$ cat src/rtl/fcsc_pkg.sv
// ----------------------------------------------------------------------------
// fcsc_pkg
// Shared constants and types for the front-coding size counter.
// ----------------------------------------------------------------------------
package fcsc_pkg;

   // default longest string kept in the character store
   localparam int MAX_LEN_DEFAULT = 256;

   // entries in the queue between front and back (power of two)
   localparam int QUEUE_DEPTH = 4;

   localparam int CHAR_W  = 8;
   localparam int FIELD_W = 9;
   localparam int TOTAL_W = 32;

   // classification of one accepted beat, handed from front to back
   typedef struct packed {
      logic [CHAR_W-1:0] char_code;
      logic              last;
      logic              start;
      logic              in_range;
      logic              cmp_ok;
      logic              has_prev;
      logic              overflow;
   } fcsc_item_type;

   localparam int ITEM_W = $bits(fcsc_item_type);

endpackage

$ cat src/rtl/fcsc_ram.sv
// ----------------------------------------------------------------------------
// fcsc_ram
// Generic single-clock RAM, one write and one read port, registered
// read-first output.
// ----------------------------------------------------------------------------
module fcsc_ram #(
   parameter int WIDTH = 8,
   parameter int DEPTH = 256
) (
   input  logic                     clock,
   input  logic                     wr_en,
   input  logic [$clog2(DEPTH)-1:0] wr_addr,
   input  logic [WIDTH-1:0]         wr_data,
   input  logic                     rd_en,
   input  logic [$clog2(DEPTH)-1:0] rd_addr,
   output logic [WIDTH-1:0]         rd_data
);

   logic [WIDTH-1:0] mem_ff [DEPTH];
   logic [WIDTH-1:0] rd_data_ff;

   // write and read; a read at the written address returns the old word
   always_ff @(posedge clock) begin
      if (wr_en) begin
         mem_ff[wr_addr] <= wr_data;
      end
      if (rd_en) begin
         rd_data_ff <= mem_ff[rd_addr];
      end
   end

   assign rd_data = rd_data_ff;

endmodule

$ cat src/rtl/fcsc_front.sv
// ----------------------------------------------------------------------------
// fcsc_front
// Accepts character beats, tracks string position, reads and overwrites the
// stored previous character and classifies each beat for the back end.
// ----------------------------------------------------------------------------
module fcsc_front #(
   parameter int MAX_LEN = fcsc_pkg::MAX_LEN_DEFAULT
) (
   input  logic                                       clock,
   input  logic                                       reset,
   input  logic                                       req_valid,
   output logic                                       req_stall,
   input  logic [7:0]                                 req_char_code,
   input  logic                                       req_last_of_string,
   input  logic                                       req_starts_set,
   input  logic [$clog2(fcsc_pkg::QUEUE_DEPTH+1)-1:0] q_count,
   output logic                                       push_valid,
   output fcsc_pkg::fcsc_item_type                    push_item,
   output logic [fcsc_pkg::CHAR_W-1:0]                push_prev_char,
   output logic [$clog2(MAX_LEN+1)-1:0]               push_len
);

   localparam int LW    = $clog2(MAX_LEN + 1);
   localparam int AW    = $clog2(MAX_LEN);
   localparam int CNT_W = $clog2(fcsc_pkg::QUEUE_DEPTH + 1);

   logic [LW-1:0] pos_ff, pos_in;
   logic [LW-1:0] prev_len_ff, prev_len_in;
   logic          has_prev_ff, has_prev_in;
   logic          ovf_ff, ovf_in;
   logic          stage_valid_ff;
   fcsc_pkg::fcsc_item_type stage_item_ff, item_in;
   logic [LW-1:0] stage_len_ff;

   logic          accept;
   logic [LW-1:0] pos_eff, pos_next;
   logic          has_prev_eff, ovf_eff, in_range;

   // hold off while the queue cannot take the beat in flight plus this one
   assign req_stall = (q_count == CNT_W'(fcsc_pkg::QUEUE_DEPTH)) ||
                      ((q_count == CNT_W'(fcsc_pkg::QUEUE_DEPTH - 1)) && stage_valid_ff);
   assign accept = req_valid && !req_stall;

   // classify the beat: a set start begins a fresh string with no predecessor
   always_comb begin
      pos_eff      = req_starts_set ? '0 : pos_ff;
      has_prev_eff = req_starts_set ? 1'b0 : has_prev_ff;
      ovf_eff      = req_starts_set ? 1'b0 : ovf_ff;
      in_range     = pos_eff < LW'(MAX_LEN);
      pos_next     = in_range ? pos_eff + LW'(1) : pos_eff;

      item_in.char_code = req_char_code;
      item_in.last      = req_last_of_string;
      item_in.start     = req_starts_set;
      item_in.in_range  = in_range;
      item_in.cmp_ok    = in_range && has_prev_eff && (pos_eff < prev_len_ff);
      item_in.has_prev  = has_prev_eff;
      item_in.overflow  = ovf_eff || !in_range;

      pos_in      = pos_ff;
      prev_len_in = prev_len_ff;
      has_prev_in = has_prev_ff;
      ovf_in      = ovf_ff;
      if (accept) begin
         if (req_last_of_string) begin
            pos_in      = '0;
            prev_len_in = pos_next;
            has_prev_in = 1'b1;
            ovf_in      = 1'b0;
         end else begin
            pos_in      = pos_next;
            has_prev_in = has_prev_eff;
            ovf_in      = item_in.overflow;
         end
      end
   end

   // advance string state
   always_ff @(posedge clock) begin
      if (reset) begin
         pos_ff         <= '0;
         prev_len_ff    <= '0;
         has_prev_ff    <= 1'b0;
         ovf_ff         <= 1'b0;
         stage_valid_ff <= 1'b0;
      end else begin
         pos_ff         <= pos_in;
         prev_len_ff    <= prev_len_in;
         has_prev_ff    <= has_prev_in;
         ovf_ff         <= ovf_in;
         stage_valid_ff <= accept;
      end
   end

   // hold the classified beat while the store read completes
   always_ff @(posedge clock) begin
      if (accept) begin
         stage_item_ff <= item_in;
         stage_len_ff  <= pos_next;
      end
   end

   // read the old character and overwrite it in the same cycle
   fcsc_ram #(
      .WIDTH (fcsc_pkg::CHAR_W),
      .DEPTH (MAX_LEN)
   ) u_store (
      .clock   (clock),
      .wr_en   (accept && in_range),
      .wr_addr (pos_eff[AW-1:0]),
      .wr_data (req_char_code),
      .rd_en   (accept && in_range),
      .rd_addr (pos_eff[AW-1:0]),
      .rd_data (push_prev_char)
   );

   assign push_valid = stage_valid_ff;
   assign push_item  = stage_item_ff;
   assign push_len   = stage_len_ff;

endmodule

$ cat src/rtl/fcsc_queue.sv
// ----------------------------------------------------------------------------
// fcsc_queue
// Small register FIFO that decouples the front end from the back end.
// ----------------------------------------------------------------------------
module fcsc_queue #(
   parameter int WIDTH = 32
) (
   input  logic                                       clock,
   input  logic                                       reset,
   input  logic                                       push,
   input  logic [WIDTH-1:0]                           push_data,
   input  logic                                       pop,
   output logic                                       pop_valid,
   output logic [WIDTH-1:0]                           pop_data,
   output logic [$clog2(fcsc_pkg::QUEUE_DEPTH+1)-1:0] count
);

   localparam int DEPTH = fcsc_pkg::QUEUE_DEPTH;
   localparam int PW    = $clog2(DEPTH);
   localparam int CNT_W = $clog2(DEPTH + 1);

   logic [WIDTH-1:0] data_ff [DEPTH];
   logic [PW-1:0]    wr_ptr_ff, rd_ptr_ff;
   logic [CNT_W-1:0] count_ff, count_in;

   always_comb begin
      count_in = count_ff;
      if (push && !pop) begin
         count_in = count_ff + CNT_W'(1);
      end else if (pop && !push) begin
         count_in = count_ff - CNT_W'(1);
      end
   end

   // advance pointers and occupancy
   always_ff @(posedge clock) begin
      if (reset) begin
         wr_ptr_ff <= '0;
         rd_ptr_ff <= '0;
         count_ff  <= '0;
      end else begin
         if (push) begin
            wr_ptr_ff <= wr_ptr_ff + PW'(1);
         end
         if (pop) begin
            rd_ptr_ff <= rd_ptr_ff + PW'(1);
         end
         count_ff <= count_in;
      end
   end

   // store the pushed beat
   always_ff @(posedge clock) begin
      if (push) begin
         data_ff[wr_ptr_ff] <= push_data;
      end
   end

   assign pop_valid = count_ff != '0;
   assign pop_data  = data_ff[rd_ptr_ff];
   assign count     = count_ff;

endmodule

$ cat src/rtl/fcsc_back.sv
// ----------------------------------------------------------------------------
// fcsc_back
// Compares each character with its predecessor, counts the shared prefix,
// prices each finished string and keeps the saturating set total.
// ----------------------------------------------------------------------------
module fcsc_back #(
   parameter int MAX_LEN = fcsc_pkg::MAX_LEN_DEFAULT
) (
   input  logic                               clock,
   input  logic                               reset,
   input  logic                               q_valid,
   input  fcsc_pkg::fcsc_item_type            q_item,
   input  logic [fcsc_pkg::CHAR_W-1:0]        q_prev_char,
   input  logic [$clog2(MAX_LEN+1)-1:0]       q_len,
   output logic                               q_pop,
   output logic                               rsp_valid,
   input  logic                               rsp_stall,
   output logic [fcsc_pkg::FIELD_W-1:0]       rsp_string_cost,
   output logic [fcsc_pkg::FIELD_W-1:0]       rsp_shared_prefix,
   output logic [fcsc_pkg::TOTAL_W-1:0]       rsp_running_total,
   output logic                               rsp_too_long,
   output logic                               rsp_total_saturated
);

   localparam int LW  = $clog2(MAX_LEN + 1);
   localparam int CW  = (LW + 1 > fcsc_pkg::FIELD_W) ? LW + 1 : fcsc_pkg::FIELD_W;
   localparam int TW  = fcsc_pkg::TOTAL_W;

   logic          match_ff, match_in;
   logic [LW-1:0] prefix_ff, prefix_in;
   logic [TW-1:0] sum_ff, sum_in;
   logic          rsp_valid_ff;
   logic [fcsc_pkg::FIELD_W-1:0] cost_ff, shared_ff;
   logic [TW-1:0] total_ff;
   logic          too_long_ff, sat_ff;

   logic          match_eff, hit, match_next, emit;
   logic [LW-1:0] prefix_eff, prefix_next;
   logic [TW-1:0] sum_eff, sum_new;
   logic [CW-1:0] len_w, shared_w, cost_w;
   logic [TW:0]   sum_wide;

   // take a beat whenever the result register is free or being drained
   assign q_pop = q_valid && (!rsp_valid_ff || !rsp_stall);
   assign emit  = q_pop && q_item.last;

   // prefix match and string pricing
   always_comb begin
      match_eff   = q_item.start ? 1'b1 : match_ff;
      prefix_eff  = q_item.start ? '0 : prefix_ff;
      sum_eff     = q_item.start ? '0 : sum_ff;
      hit         = q_item.in_range && match_eff && q_item.cmp_ok &&
                    (q_prev_char == q_item.char_code);
      prefix_next = hit ? prefix_eff + LW'(1) : prefix_eff;
      match_next  = q_item.in_range ? hit : match_eff;

      len_w    = CW'(q_len);
      shared_w = q_item.has_prev ? CW'(prefix_next) : '0;
      cost_w   = q_item.has_prev ? (CW'(1) + len_w - shared_w) : len_w;
      sum_wide = {1'b0, sum_eff} + (TW + 1)'(cost_w);
      sum_new  = sum_wide[TW] ? '1 : sum_wide[TW-1:0];

      match_in  = match_ff;
      prefix_in = prefix_ff;
      sum_in    = sum_ff;
      if (q_pop) begin
         if (q_item.last) begin
            match_in  = 1'b1;
            prefix_in = '0;
            sum_in    = sum_new;
         end else begin
            match_in  = match_next;
            prefix_in = prefix_next;
            sum_in    = sum_eff;
         end
      end
   end

   // advance match state and the result handshake
   always_ff @(posedge clock) begin
      if (reset) begin
         match_ff     <= 1'b1;
         prefix_ff    <= '0;
         sum_ff       <= '0;
         rsp_valid_ff <= 1'b0;
      end else begin
         match_ff  <= match_in;
         prefix_ff <= prefix_in;
         sum_ff    <= sum_in;
         if (emit) begin
            rsp_valid_ff <= 1'b1;
         end else if (!rsp_stall) begin
            rsp_valid_ff <= 1'b0;
         end
      end
   end

   // load the result beat
   always_ff @(posedge clock) begin
      if (emit) begin
         cost_ff     <= cost_w[fcsc_pkg::FIELD_W-1:0];
         shared_ff   <= shared_w[fcsc_pkg::FIELD_W-1:0];
         total_ff    <= sum_new;
         too_long_ff <= q_item.overflow;
         sat_ff      <= &sum_new;
      end
   end

   assign rsp_valid           = rsp_valid_ff;
   assign rsp_string_cost     = cost_ff;
   assign rsp_shared_prefix   = shared_ff;
   assign rsp_running_total   = total_ff;
   assign rsp_too_long        = too_long_ff;
   assign rsp_total_saturated = sat_ff;

endmodule

$ cat src/rtl/front_coding_size_counter.sv
// Beats pass the front stage register and the queue; results are registered.
// Throughput: one character per cycle; the front stalls only when the
// four-entry queue plus the beat waiting on the store read are full.
// The store read and write at the current position set the front pace.
// Reset clears all control state; the character store is not cleared.
// ----------------------------------------------------------------------------
// front_coding_size_counter
// Front-coding cost counter: prefix sharing, string cost and set total.
// ----------------------------------------------------------------------------
module front_coding_size_counter #(
   parameter int MAX_LEN = fcsc_pkg::MAX_LEN_DEFAULT
) (
   input  logic                         clock,
   input  logic                         reset,
   input  logic                         req_valid,
   output logic                         req_stall,
   input  logic [7:0]                   req_char_code,
   input  logic                         req_last_of_string,
   input  logic                         req_starts_set,
   output logic                         rsp_valid,
   input  logic                         rsp_stall,
   output logic [8:0]                   rsp_string_cost,
   output logic [8:0]                   rsp_shared_prefix,
   output logic [31:0]                  rsp_running_total,
   output logic                         rsp_too_long,
   output logic                         rsp_total_saturated
);

   localparam int LW    = $clog2(MAX_LEN + 1);
   localparam int CNT_W = $clog2(fcsc_pkg::QUEUE_DEPTH + 1);
   localparam int QW    = LW + fcsc_pkg::CHAR_W + fcsc_pkg::ITEM_W;

   logic                              push_valid, q_valid, q_pop;
   fcsc_pkg::fcsc_item_type           push_item, q_item;
   logic [fcsc_pkg::CHAR_W-1:0]       push_prev_char, q_prev_char;
   logic [LW-1:0]                     push_len, q_len;
   logic [QW-1:0]                     q_data;
   logic [CNT_W-1:0]                  q_count;

   fcsc_front #(.MAX_LEN(MAX_LEN)) u_front (
      .clock              (clock),
      .reset              (reset),
      .req_valid          (req_valid),
      .req_stall          (req_stall),
      .req_char_code      (req_char_code),
      .req_last_of_string (req_last_of_string),
      .req_starts_set     (req_starts_set),
      .q_count            (q_count),
      .push_valid         (push_valid),
      .push_item          (push_item),
      .push_prev_char     (push_prev_char),
      .push_len           (push_len)
   );

   fcsc_queue #(.WIDTH(QW)) u_queue (
      .clock     (clock),
      .reset     (reset),
      .push      (push_valid),
      .push_data ({push_len, push_prev_char, push_item}),
      .pop       (q_pop),
      .pop_valid (q_valid),
      .pop_data  (q_data),
      .count     (q_count)
   );

   // unpack the queued beat
   assign q_item      = q_data[fcsc_pkg::ITEM_W-1:0];
   assign q_prev_char = q_data[fcsc_pkg::ITEM_W +: fcsc_pkg::CHAR_W];
   assign q_len       = q_data[QW-1 -: LW];

   fcsc_back #(.MAX_LEN(MAX_LEN)) u_back (
      .clock               (clock),
      .reset               (reset),
      .q_valid             (q_valid),
      .q_item              (q_item),
      .q_prev_char         (q_prev_char),
      .q_len               (q_len),
      .q_pop               (q_pop),
      .rsp_valid           (rsp_valid),
      .rsp_stall           (rsp_stall),
      .rsp_string_cost     (rsp_string_cost),
      .rsp_shared_prefix   (rsp_shared_prefix),
      .rsp_running_total   (rsp_running_total),
      .rsp_too_long        (rsp_too_long),
      .rsp_total_saturated (rsp_total_saturated)
   );

   // every accepted beat reaches the queue in the next cycle
   a_accept_to_push: assert property (@(posedge clock) disable iff (reset)
      (req_valid && !req_stall) |=> push_valid)
      else $error("accepted beat did not reach the queue");

   // the queue never overflows
   a_no_overflow: assert property (@(posedge clock) disable iff (reset)
      push_valid |-> ((q_count != CNT_W'(fcsc_pkg::QUEUE_DEPTH)) || q_pop))
      else $error("push into a full queue");

   // occupancy stays within depth
   a_count_bound: assert property (@(posedge clock) disable iff (reset)
      q_count <= CNT_W'(fcsc_pkg::QUEUE_DEPTH))
      else $error("queue occupancy beyond depth");

endmodule

$ cat config.mk
export PLATFORM = sky130hd
export DESIGN_NAME = front_coding_size_counter
export DESIGN_NICKNAME = d
export VERILOG_FILES = /design/src/rtl/fcsc_pkg.sv /design/src/rtl/fcsc_ram.sv /design/src/rtl/fcsc_front.sv /design/src/rtl/fcsc_queue.sv /design/src/rtl/fcsc_back.sv /design/src/rtl/front_coding_size_counter.sv
export SDC_FILE = /design/constraint.sdc
export NUM_CORES = 2
export LEC_CHECK = 0
export BUFFER_PORTS_ARGS = -buffer_cell sky130_fd_sc_hd__buf_2
export CAP_MARGIN = 20
export CORE_MARGIN = 2
export CORE_UTILIZATION = 55
export CTS_BUF_LIST = sky130_fd_sc_hd__clkbuf_4 sky130_fd_sc_hd__clkbuf_8 sky130_fd_sc_hd__clkbuf_16
export DETAILED_ROUTE_END_ITERATION = 6
export PLACE_DENSITY = 0.8
export SYNTH_ARGS = -nofsm -noshare
export SYNTH_HDL_FRONTEND = slang
export SYNTH_SLANG_ARGS = --single-unit
$ cat constraint.sdc
create_clock -name clock -period 7.55 [get_ports clock]
set_input_delay 1.51 -clock clock [delete_from_list [all_inputs] [get_ports clock]]
set_output_delay 1.51 -clock clock [all_outputs]
set_load 0.05 [all_outputs]
## Word level (Yosys, flattened, before mapping)

Memories as Yosys holds them, arrays and structs flattened. A register that Yosys moved wholly into a read port is not among the register bits.
Index checks and enable logic that the tools add are counted.
Widths: inputs -> output; s select.

| word-level totals | value |
|---|---|
| flip-flop bits (word level) | 146 |
| memories | 2 |
| bits in writable memories | 2172 |

Memories:

| name | depth | bits a word | read ports | clocked after Yosys merged registers in | wr ports | RTL line | text |
|---|---|---|---|---|---|---|---|
| u_front.u_store.mem_ff | 256 | 8 | 1 | 1 | 1 | fcsc_ram.sv:19 | `logic [WIDTH-1:0] mem_ff [DEPTH];` |
| u_queue.data_ff | 4 | 31 | 1 | 1 | 1 | fcsc_queue.sv:22 | `logic [WIDTH-1:0] data_ff [DEPTH];` |

| cells by class | value |
|---|---|
| multiplexer cells | 28 |
| equality and inequality tests | 4 |
| order comparisons | 2 |
| reductions and logical operators | 25 |
| add/sub/neg operators | 9 |

Operators with widths:

| operator | number |
|---|---|
| $mux 32 | 3 |
| $mux 9 | 7 |
| $add 32x10->33 | 1 |
| $reduce_and 32->1 | 1 |
| $add 9x1->9 const B | 2 |
| $mux 1 | 13 |
| $logic_and 1x1->1 | 12 |
| $add 1x9->10 const A | 1 |
| $mux 10 | 1 |
| $sub 10x10->10 | 1 |
| $lt 9x9->1 | 1 |
| $lt 9x9->1 const B | 1 |
| $eq 8x8->1 | 1 |
| $logic_not 1->1 | 6 |
| $mux 3 | 2 |
| $add 2x1->2 const B | 2 |
| $mux 2 | 2 |
| $add 3x1->3 const B | 1 |
| $eq 3x2->1 const B | 1 |
| $eq 3x3->1 const B | 1 |
| $logic_or 1x1->1 | 3 |
| $reduce_bool 3->1 | 1 |
| $sub 3x1->3 const B | 1 |
| $ne 2x1->1 const B | 1 |
| other kinds (2) | 2 |

## Depth between registers and ports, before layout

| logic depth | value |
|---|---|
| depth after elaboration | 11 |
| mapped depth | 31 |
| depth with buffers taken out | 27 |

## Modules after synthesis

A second synthesis with hierarchy kept.

| second synthesis, totals | value |
|---|---|
| cells, all modules | 4689 |
| area, all modules | 92017.0 sq um |

By module, submodules not included:

| module | cells an instance | area each (sq um) | sequential area each (sq um) | instances |
|---|---|---|---|---|
| fcsc_ram | 3733 | 79636.4 | 61739.2 | 1 |
| fcsc_back | 561 | 5431.5 | 2422.3 | 1 |
| fcsc_queue | 204 | 4897.2 | 3903.7 | 1 |
| fcsc_front | 191 | 2052.0 | 1111.1 | 1 |

## Worst setup path after synthesis

OpenSTA, ideal clock, no wires.

| path | value |
|---|---|
| kind | flip-flop to flip-flop |
| from | register (tool-made name) |
| to | register u_back.sat_ff (netlist: u_back.rsp_total_saturated) (data pin) |
| stages on the path, launching flop included | 30 |
| path buffers | 3 |
| setup time | 0.203 ns |
| data arrival time | 6.638 ns |
| data required time | 7.347 ns |
| path slack | 0.709 ns |
| period minus slack after synthesis | 6.841 ns |
| path through | dfxtp_1 buf_6 mux4_2 clkbuf_1 clkbuf_1 nor2b_1 ha_1 inv_1 nor2_1 nand3_1 xor2_1 or2_2 ha_1 ha_1 inv_1 o21bai_1 a21oi_1 o21bai_1 a21oi_1 xnor2_1 mux2_2 ha_1 a21oi_1 o21ai_0 a311oi_1 nor4_1 xnor2_1 a2111oi_0 o2111ai_1 a2111oi_1 |

RTL lines:

| what | RTL line | text |
|---|---|---|
| to (signal assigned) | fcsc_back.sv:105 | `sat_ff <= &sum_new;` |
| to (decl) | fcsc_back.sv:35 | `logic too_long_ff, sat_ff;` |

==> metrics.yaml <==
status: "complete, but fails checks"
failed_checks: "design-rule violations"
worst_pin_slew_ns: 1.274
synth-edff-count: 2255
drt-initial-drc-count: 8913
pre_cts_ws_ns: 0.05791
syn_area_per_cell_um2: 14.35
final_cell_mix: "edfxtp_1 (2255), nand2_1 (1104), nor2b_1 (529), a211oi_1 (519), a311oi_1 (507)"
leakage_nw: 32.43
drtPass1Iterations: 7
h-tree-depth: 4
worstSetupPathType: "flip-flop to flip-flop"
finalSetupViolations: 0
clock_sinks: 2328
drive_gt1_share_pct: 9.739
syn2layout_area_growth_pct: 10.62
fill_cells: 11690
max_freq_mhz: 139.9
cts_buffers: 218
tns_ns: 0
end_kind: "flip-flop"
netlist_area_mm2: 0.09376
finalCritPeriodShare_pct: 94.69
synth_mux_area_share_pct: 1.046
drc: 3
die_w_um: 416.9
p_per_area_mw_per_mm2: 276.9
grt_pass1_vias: 56279
required_ns: 8.16
synth_top_area_share_pct: 72.22
start_kind: "flip-flop"
min_path_type: "flip-flop to flip-flop"
synthAdderAreaFrac_pct: 0.6646
hp-start: "u_front.prev_len_ff[3]"
num-nets-final: 6546
cts_tree: "done"
num_io_pins: 68
design.core.area_mm2: 0.1693
relSlewSlack_pct: 14.29
synthXorXnorAreaFrac_pct: 0.5418
vias: 58673
wl_per_cell_um: 27.06
whs_ns: 0.4767
finalHoldViolCount: 0
overflow: 0
ys_ff_latch: 2328
wl_um: 240200
start_util_pct: 55.39
synth.yosys.seq_area_share_pct: 73.78
synth-compound-area-share_pct: 10.58
fin_skew_ns: 0.07971
grt_usage_pct: 27.06
die_h_um: 416.9
synth-simple-area-share_pct: 11.15
irDropWorstVdd_v: 0.0002206
gp_congestion: 0.9078
post_drt_via_cell_ratio: 6.610
min_period_ns: 7.149
slew_violations: 0
rsz0062_at_grt: "no"
syn-instance-count: 6535
clock_latency_ns: 0.89
async_reset_ff_share_pct: 0
final_design_area_no_fill_mm2: 0.1037
setup_ws_ns: 0.4010
final_antenna_net_count: 0
yosys_warnings: 0
dieArea_mm2: 0.1738
antenna_found_initial: 4
post_dp_cell_area_mm2: 0.09647
synth_top_area_cell: "edfxtp_1"
hpwlAfterDp_um: 136100
regArea_mm2: 0.06918
synth_top_family_by_area: "simple AND/OR/NAND/NOR gates"
cts_root_buffer: "clkbuf_16"
synth_cell_types: 70
cp_max_fo: 14
syn_nets: 6597
netlist_top_cells_area: "edfxtp_1 (72%), a311oi_1 (4.7%), nand2_1 (4.4%), a211oi_1 (4.2%), nor2b_1 (3.5%)"
multi_input_area_mm2: 0.02259
grt_max_degree: 201
final_common_cell: "edfxtp_1"
worstPathArrival_ns: 7.76
path_clk_slew_ns: 0.06
clk_path_buf_depth: 3
grt_pass1_wl_um: 354600
io_buffers: 67
row_count: 151
drv_cap: 0
synthFlopType: "edfxtp_1"
-- worst max-delay path, stage by stage, from the launching register on --
cell and delay [ns]:
dfxtp_2 0.42, buf_12 0.19, mux4_2 0.55, xor2_1 0.22, nor4_4 0.34, nand4_4 0.25, mux2i_4 0.27, nor2b_1 0.18
ha_1 0.15, inv_1 0.03, ha_1 0.20, fa_1 0.47, a21o_1 0.20, a21oi_1 0.23, o21bai_1 0.11, a21oi_2 0.19
xnor2_1 0.08, mux2_2 0.29, ha_1 0.37, and3_1 0.27, a311o_1 0.26, nand2_1 0.11, or4_1 0.43, a2111oi_2 0.41
buf_4 0.17, o2111ai_1 0.09, a2111oi_1 0.42
-- registers in the layout (all words and copies together), names as in the netlist, 14 cells and up, named ones only --
signal / count
u_back.rsp_running_total: 32
u_front.u_store.mem_ff: 2048
u_back.sum_ff: 32
u_queue.data_ff: 124
u_front.push_item: 14
-- cells by family (layout without fill, tap and decap cells) --
family                   count (synthesis)  after routing
flip-flops                            2328           2328
AND/OR/NAND/NOR                       2250           2250
AO/OA/AOI/OAI                         1264           1264
buffers and inverters                  534            653
XOR/XNOR                                58             58
multiplexers                            53             53
adder cells (fa/ha/maj)                 48             48
other                                    0              4
-- path summary, 6_finish.rpt --
kind	endpoint	slack, ns	cells after the start
setup / recovery	u_back.rsp_total_saturated	0.40	26
setup reg to reg	u_back.rsp_total_saturated	0.40	26
hold / removal	u_front.prev_len_ff[3]	0.48	2
hold reg to reg	u_front.prev_len_ff[3]	0.48	2
-- synthesized netlist by cell type (all sizes together) (5+ instances only) --
cell type  count
dfxtp         73
o21bai         5
nor4         132
ha            45
clkbuf       365
a311oi       507
inv           39
nand4         10
mux4          34
and4           5
nor3          16
xor2          24
edfxtp      2255
o221ai         5
nand2b        14
or4            6
a31oi         11
o41ai          8
a211oi       520
and3          17
mux2i         11
o211ai         5
o21a           5
nand2       1105
nor2         360
nand3         26
a22oi         39
buf          130
or2           10
xnor2         34
and2          12
nor2b        529
mux2           8
o21ai         30
a21o           7
a21oi         40
o22ai         55
-- what timing repair did --
| item | in CTS | in global routing |
|---|---|---|
| cloned | 0 | 1 |
| buffers inserted | 0 | 1 |
| setup endpoints to repair | 1 | 1 |
| resized for setup | 1 | 12 |
| hold buffers | 0 | 0 |
| pin swaps | 0 | 2 |
-- through the flow --
step                      util [%]  instances  power [mW]
final                        61.27       8876       28.72
after global routing         61.26       8872       29.50
after CTS                    61.19       8866       28.71
after detailed placement     56.99       8476       18.07
after global placement       56.98       8475       17.99
after floorplan                  -       6535       17.09
-- report_power, final --
group          switching, mW  total, mW  internal [mW]
Combinational           2.29       3.20          0.919
Clock                   4.76       10.8           6.08
Sequential             0.157       14.7           14.5
Total                   7.20       28.7           21.5
-- cell type report --
type                    count  share of cell area [%]
multi-input cells        3673                   21.78
inverters                  39                  0.1484
well taps                2218                   2.676
clock buffers             286                   5.764
flip-flops and latches   2328                   66.70
repair buffers            224                   1.828
clock inverters           104                   1.095
diodes                      4                0.009651
-- routing by layer --
metal  up-vias  routed length (um)  GRT usage (%)
met1     28916               87170          36.02
li1      25153                   -              -
met2      3932              112500          42.42
met4         6               12910          13.33
met5         -                  53              0
met3       666               27570          6.026
Power figures use the tool's default switching activity.
